`config.mk`:
```
export PLATFORM = sky130hd
export DESIGN_NAME = triangle_lattice_point_count_unit
export DESIGN_NICKNAME = d
export VERILOG_FILES = /design/src/tlpc_pkg.sv /design/src/triangle_lattice_point_count_unit.sv
export SDC_FILE = /design/constraint.sdc
export NUM_CORES = 2
export LEC_CHECK = 0
export BUFFER_PORTS_ARGS = -buffer_cell sky130_fd_sc_hd__buf_2
export CORE_MARGIN = 3
export CORE_UTILIZATION = 55
export CTS_CLUSTER_SIZE = 12
export DETAILED_ROUTE_END_ITERATION = 10
export PLACE_DENSITY = 0.74
export SLEW_MARGIN = 20
export SYNTH_ARGS = -nofsm -noshare
export SYNTH_HDL_FRONTEND = slang
export SYNTH_SLANG_ARGS = --single-unit
```
`constraint.sdc`:
```
create_clock -name clk -period 8.1 [get_ports clk]
set_clock_uncertainty 0.15 [all_clocks]
set_input_delay 0.405 -clock clk [delete_from_list [all_inputs] [get_ports clk]]
set_output_delay 0.405 -clock clk [all_outputs]
set_load 0.05 [all_outputs]
```
`src/tlpc_pkg.sv`:
```
// Shared widths for the triangle lattice point counter.
`default_nettype none
package tlpc_pkg;

  // Width of one vertex coordinate on the request port.
  localparam int COORD_W = 15;
  // Width of the point count on the result port.
  localparam int COUNT_W = 14;

  typedef logic [COORD_W-1:0] coord_t;
  typedef logic [COUNT_W-1:0] count_t;

endpackage
`default_nettype wire

```
`src/triangle_lattice_point_count_unit.sv`:
```
// Top level of the triangle lattice point counter: point scanner, area pipeline and counter.
`default_nettype none
// Counts the integer grid points (i, j), 1 <= i, j <= GRID_MAX, that lie inside or on the
// border of one triangle whose vertices come in unsigned fixed point with FRAC_BITS fraction
// bits. One triangle is worked on at a time: after a request is taken, a scanner feeds one
// grid point per cycle into a four-stage area pipeline (coordinate differences, products,
// signed cross products, sign test), and the count is valid once the scan is done and the
// pipeline has drained. The result sits in an output register, so the next request is taken
// in the cycle after the count is loaded, even while that count still waits to be taken. A
// count is only loaded when the output register is empty or its count is taken in the same
// cycle. A point counts when the three signed sub-areas it forms with the edges never have
// both strictly positive and strictly negative members, which is exactly when their
// absolute values add up to the whole area.
module triangle_lattice_point_count_unit
  import tlpc_pkg::*;
#(
  parameter int GRID_MAX  = 99,
  parameter int FRAC_BITS = 8
) (
  input  wire logic   clk,
  input  wire logic   rst_n,
  input  wire logic   in_valid,
  output logic        in_stall,
  input  wire coord_t in_ax,
  input  wire coord_t in_ay,
  input  wire coord_t in_bx,
  input  wire coord_t in_by,
  input  wire coord_t in_cx,
  input  wire coord_t in_cy,
  output logic        out_valid,
  input  wire logic   out_stall,
  output count_t      out_tree_count
);

  localparam int IW  = $clog2(GRID_MAX + 1);
  localparam int PW  = IW + FRAC_BITS;
  localparam int CW  = (PW > COORD_W) ? PW : COORD_W;
  localparam int DW  = CW + 1;
  localparam int PRW = 2 * DW;
  localparam int CRW = PRW + 1;

  localparam logic [IW-1:0] IDX_FIRST = IW'(1);
  localparam logic [IW-1:0] IDX_LAST  = IW'(GRID_MAX);

  localparam logic [1:0] ST_IDLE  = 2'd0;
  localparam logic [1:0] ST_SCAN  = 2'd1;
  localparam logic [1:0] ST_DRAIN = 2'd2;
  localparam logic [1:0] ST_DONE  = 2'd3;

  logic [1:0]    state_r, state_nxt;
  logic [IW-1:0] i_r, i_nxt, j_r, j_nxt;
  coord_t        ax_r, ay_r, bx_r, by_r, cx_r, cy_r;
  count_t        cnt_r, cnt_nxt;
  logic          out_valid_r, out_valid_nxt;
  count_t        out_count_r, out_count_nxt;

  logic                  v1_r, v2_r, v3_r, v4_r;
  logic                  issue;
  logic                  load_out;
  logic [PW-1:0]         px, py;
  logic signed [DW-1:0]  dax_r, day_r, dbx_r, dby_r, dcx_r, dcy_r;
  logic signed [PRW-1:0] p_ab_r, p_ba_r, p_bc_r, p_cb_r, p_ca_r, p_ac_r;
  logic signed [CRW-1:0] c1_r, c2_r, c3_r;
  logic                  hit_r;
  logic                  any_pos, any_neg;

  assign in_stall       = (state_r != ST_IDLE);
  assign out_valid      = out_valid_r;
  assign out_tree_count = out_count_r;

  assign issue    = (state_r == ST_SCAN);
  assign load_out = (state_r == ST_DONE) && (!out_valid_r || !out_stall);

  assign px = PW'(i_r) << FRAC_BITS;
  assign py = PW'(j_r) << FRAC_BITS;

  // Scan sequencer and result register.
  always_comb begin
    state_nxt     = state_r;
    i_nxt         = i_r;
    j_nxt         = j_r;
    cnt_nxt       = cnt_r;
    out_valid_nxt = out_valid_r;
    out_count_nxt = out_count_r;
    if (out_valid_r && !out_stall) begin
      out_valid_nxt = 1'b0;
    end
    if (v4_r && hit_r) begin
      cnt_nxt = cnt_r + COUNT_W'(1);
    end
    unique case (state_r)
      ST_IDLE: begin
        if (in_valid) begin
          state_nxt = ST_SCAN;
          i_nxt     = IDX_FIRST;
          j_nxt     = IDX_FIRST;
          cnt_nxt   = '0;
        end
      end
      ST_SCAN: begin
        if (j_r == IDX_LAST) begin
          j_nxt = IDX_FIRST;
          if (i_r == IDX_LAST) begin
            state_nxt = ST_DRAIN;
          end else begin
            i_nxt = i_r + IW'(1);
          end
        end else begin
          j_nxt = j_r + IW'(1);
        end
      end
      ST_DRAIN: begin
        if (!(v1_r || v2_r || v3_r || v4_r)) begin
          state_nxt = ST_DONE;
        end
      end
      ST_DONE: begin
        if (load_out) begin
          out_valid_nxt = 1'b1;
          out_count_nxt = cnt_r;
          state_nxt     = ST_IDLE;
        end
      end
      default: state_nxt = ST_IDLE;
    endcase
  end

  always_ff @(posedge clk) begin
    if (!rst_n) begin
      state_r     <= ST_IDLE;
      out_valid_r <= 1'b0;
      v1_r        <= 1'b0;
      v2_r        <= 1'b0;
      v3_r        <= 1'b0;
      v4_r        <= 1'b0;
    end else begin
      state_r     <= state_nxt;
      out_valid_r <= out_valid_nxt;
      v1_r        <= issue;
      v2_r        <= v1_r;
      v3_r        <= v2_r;
      v4_r        <= v3_r;
    end
  end

  always_ff @(posedge clk) begin
    i_r         <= i_nxt;
    j_r         <= j_nxt;
    cnt_r       <= cnt_nxt;
    out_count_r <= out_count_nxt;
    if (in_valid && !in_stall) begin
      ax_r <= in_ax;
      ay_r <= in_ay;
      bx_r <= in_bx;
      by_r <= in_by;
      cx_r <= in_cx;
      cy_r <= in_cy;
    end
  end

  // Stage 1: vertex minus grid point, all as signed differences.
  always_ff @(posedge clk) begin
    dax_r <= DW'(ax_r) - DW'(px);
    day_r <= DW'(ay_r) - DW'(py);
    dbx_r <= DW'(bx_r) - DW'(px);
    dby_r <= DW'(by_r) - DW'(py);
    dcx_r <= DW'(cx_r) - DW'(px);
    dcy_r <= DW'(cy_r) - DW'(py);
  end

  // Stage 2: the six products of the three cross products.
  always_ff @(posedge clk) begin
    p_ab_r <= PRW'(dax_r) * PRW'(dby_r);
    p_ba_r <= PRW'(dbx_r) * PRW'(day_r);
    p_bc_r <= PRW'(dbx_r) * PRW'(dcy_r);
    p_cb_r <= PRW'(dcx_r) * PRW'(dby_r);
    p_ca_r <= PRW'(dcx_r) * PRW'(day_r);
    p_ac_r <= PRW'(dax_r) * PRW'(dcy_r);
  end

  // Stage 3: signed doubled areas of the sub-triangles (P,A,B), (P,B,C) and (P,C,A).
  always_ff @(posedge clk) begin
    c1_r <= CRW'(p_ab_r) - CRW'(p_ba_r);
    c2_r <= CRW'(p_bc_r) - CRW'(p_cb_r);
    c3_r <= CRW'(p_ca_r) - CRW'(p_ac_r);
  end

  // Stage 4: the signed sub-areas add up to the signed whole area, so the absolute values
  // add up to the whole area exactly when no two of them have opposite signs.
  assign any_pos = (!c1_r[CRW-1] && (c1_r != '0)) || (!c2_r[CRW-1] && (c2_r != '0))
                || (!c3_r[CRW-1] && (c3_r != '0));
  assign any_neg = c1_r[CRW-1] || c2_r[CRW-1] || c3_r[CRW-1];

  always_ff @(posedge clk) begin
    hit_r <= !(any_pos && any_neg);
  end

endmodule
`default_nettype wire

```
==> key figures <==
Status
  – Outcome: completed

Routing
  – Residual DRC: 0
  – DR pass1 iterations: 6
  – Routed len/inst: 19.4 um
  – Starting DRC count in detailed routing: 3594
  – Vias/cell: 5.38
  – Antenna violation net count after detailed routing: 0
  – Final wirelength: ~200000 um
  – Via count: 55000

Worst setup path
  – Crit path from: dbx_r[9]
  – WP buf/inv: 1
  – Worst reg-to-reg setup slack: 740 ps
  – Reg2reg end: p_ba_r[31]
  – Critical path depth in cells: 18
  – Critical R2R Launch: dbx_r[9]
  – Reg2reg path depth: 18
  – Max stage delay on crit path: between 1000 and 1500 ps
  – Crit path launch type: flip-flop
  – CP max stage cell: dfxtp_1
  – Critical path class: reg2reg
  – Required @ worst endpoint: 8490 ps
  – Crit path DAT: around 7800 ps
  – Most used cell, CP: fa_1
  – Worst path cell trace: nand2_1, fa_1, fa_1, fa_1, fa_1, inv_1, fa_1, fa_1, ha_1, a211o_1, a21oi_1, o21ai_0, a221oi_1, a21oi_1, a211oi_1, o41ai_1, a21oi_1, xnor2_1
  – Critical path endpoint: p_ba_r[31]
  – Crit. End Element: flip-flop
  – Worst Path Max Fanout: 18
  – Critical path's top delay family: adder cells

Synthesis
  – EDFF count, synth: ~120
  – Post-synthesis average cell area: about 9.6 um^2
  – Yosys reg bits: 527
  – Mapped Nets: approximately 10000
  – Cell count after synthesis: 8164
  – Predominant post-synthesis flop cell: dfxtp_1
  – Sequential fraction of the synthesis area: between 15 and 20%
  – Synthesized area: between 0.07 and 0.08 mm^2
  – Post-synthesis cell type count: between 70 and 80
  – Synth warn: 0
  – FFs w/ async S/R, synth: 0%

Floorplanning
  – Initial Util: between 50 and 60%
  – Die H: between 300 and 400 um
  – Num rows: approximately 140
  – Die W: 383 um
  – I/O pin total: 110
  – Core ar.: 0.140 mm^2
  – Die area: ~0.15 mm^2

STA
  – Tcrit/Tclk final: between 90% and 100%
  – Slew at the pin closest to its max-slew limit: roughly 1200 ps
  – Slew headroom: about 20%
  – Final Hold Fails: 0
  – Final Hold Slack: about 88 ps
  – RSZ-0062 raised after global routing: false
  – Final setup vio count: 0
  – FMAX: between 100 and 150 MHz
  – Post-layout minimum cycle time: roughly 7400 ps
  – Max-slew violation count: 0
  – TNS Setup: 0 ps

CTS
  – CTS root buffer: clkbuf_16
  – H-tree Lvls: 3
  – Worst skew pair latency: approximately 670 ps
  – Clock net sink count: roughly 530
  – Clock tree from TritonCTS: built
  – Reg clk slew, reported paths: ~60 ps
  – Post-CTS Repair Setup Buffers: 0
  – Total CTS buffers: around 70
  – CTS resizes: 0
  – CTS max path bufs: 3

Flow run
  – Max Cap Viol: 0

Finish
  – Final instance area: roughly 0.084 mm^2
  – Area Growth Syn to Fin: 7.95%
  – # fillers: around 12000
  – Final core utilization: about three fifths
  – Final nets: 10600
  – Share of cells above drive strength 1: 4.89%

Worst hold path
  – HP Class: in2reg

Global routing
  – Number of global-route vias before repair: between 60000 and 70000
  – Total global routing overflow: 0
  – First-pass GRT wire length: between 300000 and 400000 um
  – Largest net degree at the start of global routing: 62
  – Initial antenna violation count: 7
  – GRT Overall Usage: between 20% and 30%

Placed design
  – Port buffer count: 109
  – Detailed-placement wirelength estimate: between 150000 and 200000 um
  – Total placed instance area: roughly 0.081 mm^2
  – Placer Congestion: 0.944
per-stage QoR:
step	worst slack, ps	instances
2_1_floorplan	1780	8164
3_3_place_gp	937	10000
3_5_place_dp	876	10000
4_1_cts	829	10200
5_1_grt	481	10200
6_report	737	10200
layout by cell type, fill, tap and decap left out, types with 8 or more instances in the layout:
| cell type | count |
|---|---|
| clkbuf_1 | 18 |
| nor4_1 | 31 |
| and2_1 | 764 |
| xor2_1 | 101 |
| o211ai_1 | 17 |
| o2111ai_1 | 11 |
| nand2_1 | 816 |
| buf_12 | 8 |
| dlygate4sd3_1 | 92 |
| edfxtp_1 | 118 |
| o31ai_1 | 11 |
| nand2b_1 | 58 |
| nand4_1 | 31 |
| o21a_1 | 44 |
| inv_1 | 1884 |
| nor3_1 | 45 |
| nor2_1 | 228 |
| and3_1 | 22 |
| a21boi_0 | 13 |
| a211oi_1 | 29 |
| buf_2 | 109 |
| nor2b_1 | 44 |
| dfxtp_1 | 408 |
| a31oi_1 | 17 |
| o21ai_0 | 148 |
| a21o_1 | 124 |
| clkbuf_8 | 10 |
| nand3_1 | 50 |
| buf_4 | 148 |
| or3_1 | 20 |
| ha_1 | 637 |
| or2_2 | 15 |
| a21oi_1 | 206 |
| xnor2_1 | 232 |
| clkbuf_16 | 70 |
| o21bai_1 | 33 |
| fa_1 | 1581 |
layer usage:
metal	track usage, %	wire length, um	vias to the layer above
met3	4.71	13900	468
li1	-	-	24800
met4	17.5	14700	4
met5	0	25	-
met1	35.3	76700	27800
met2	46.2	93000	1957
worst min path at each step:
| stage | end | slack, ps | cells after the start | startpoint |
|---|---|---|---|---|
| finish | state_r[0] | 90 | 3 | in_valid |
| detailed placement | dax_r[3] | 180 | 0 | ax_r[3] |
| global route | state_r[0] | 100 | 3 | in_valid |
| floorplan | dax_r[0] | 170 | 0 | ax_r[0] |
| CTS | state_r[0] | 50 | 3 | in_valid |
| global placement | dcx_r[3] | 170 | 0 | cx_r[3] |
what timing repair did:
item,in CTS,in global routing
hold buffers,92,0
hold endpoints to repair,97,0
endpoints found under the setup margin,0,0
worst reg2reg max path: cells and delay by family, from the launching register on:
kind | cells | cell delay, ps
flops | 1 | 1090
compound gates | 8 | 2210
simple gates | 1 | 280
fa+ha+maj | 7 | 3380
xor+xnor | 1 | 80
buf+inv | 1 | 50
final cells by class:
| cell class | count | area [um^2] | area share, % |
|---|---|---|---|
| Clock inverter | 24 | 259 | 0.307 |
| Antenna cell | 5 | 12.5 | 0.0148 |
| Tap cell | 1876 | 2350 | 2.78 |
| Timing Repair Buffer | 357 | 2740 | 3.25 |
| Sequential cell | 527 | 11700 | 13.9 |
| Multi-Input combinational cell | 5452 | 58200 | 69.0 |
| Inverter | 1885 | 7080 | 8.39 |
| Clock buffer | 98 | 1960 | 2.32 |
Yosys cell counts, types with 124 or more instances:
library cell	instances	share of area (%)
inv_1	1884	9.1
nand2_1	816	3.9
nor2_1	228	1.1
clkbuf_1	297	1.4
a21o_1	124	1.2
fa_1	1581	41
dfxtp_1	409	10
o21ai_0	148	0.95
and2_1	765	6.1
xnor2_1	233	2.6
a21oi_1	206	1.3
ha_1	637	10
kinds of logic (layout without fill, tap and decap cells):
| logic type | after synthesis | count (layout) | synth area share [%] |
|---|---|---|---|
| other | 0 | 5 | 0 |
| buffers and inverters | 2185 | 2364 | 10.5 |
| adder cells (fa/ha/maj) | 2218 | 2218 | 50.7 |
| multiplexers | 6 | 6 | 0.0785 |
| AO/OA/AOI/OAI | 750 | 750 | 6.23 |
| XOR/XNOR | 334 | 334 | 3.74 |
| AND/OR/NAND/NOR | 2144 | 2144 | 13.7 |
| flip-flops | 527 | 527 | 15.0 |
flip-flops by register name, summed over array words and instances, names as in the netlist, 32 cells and up:
name and flops:
p_ac_r 32, p_cb_r 32, p_ab_r 32, p_ca_r 32, p_bc_r 32, c3_r 33, p_ba_r 32, c1_r 33
c2_r 33
Power is not shown: default switching activity piles up to over one toggle a cycle in this logic, so the estimate is an artifact.
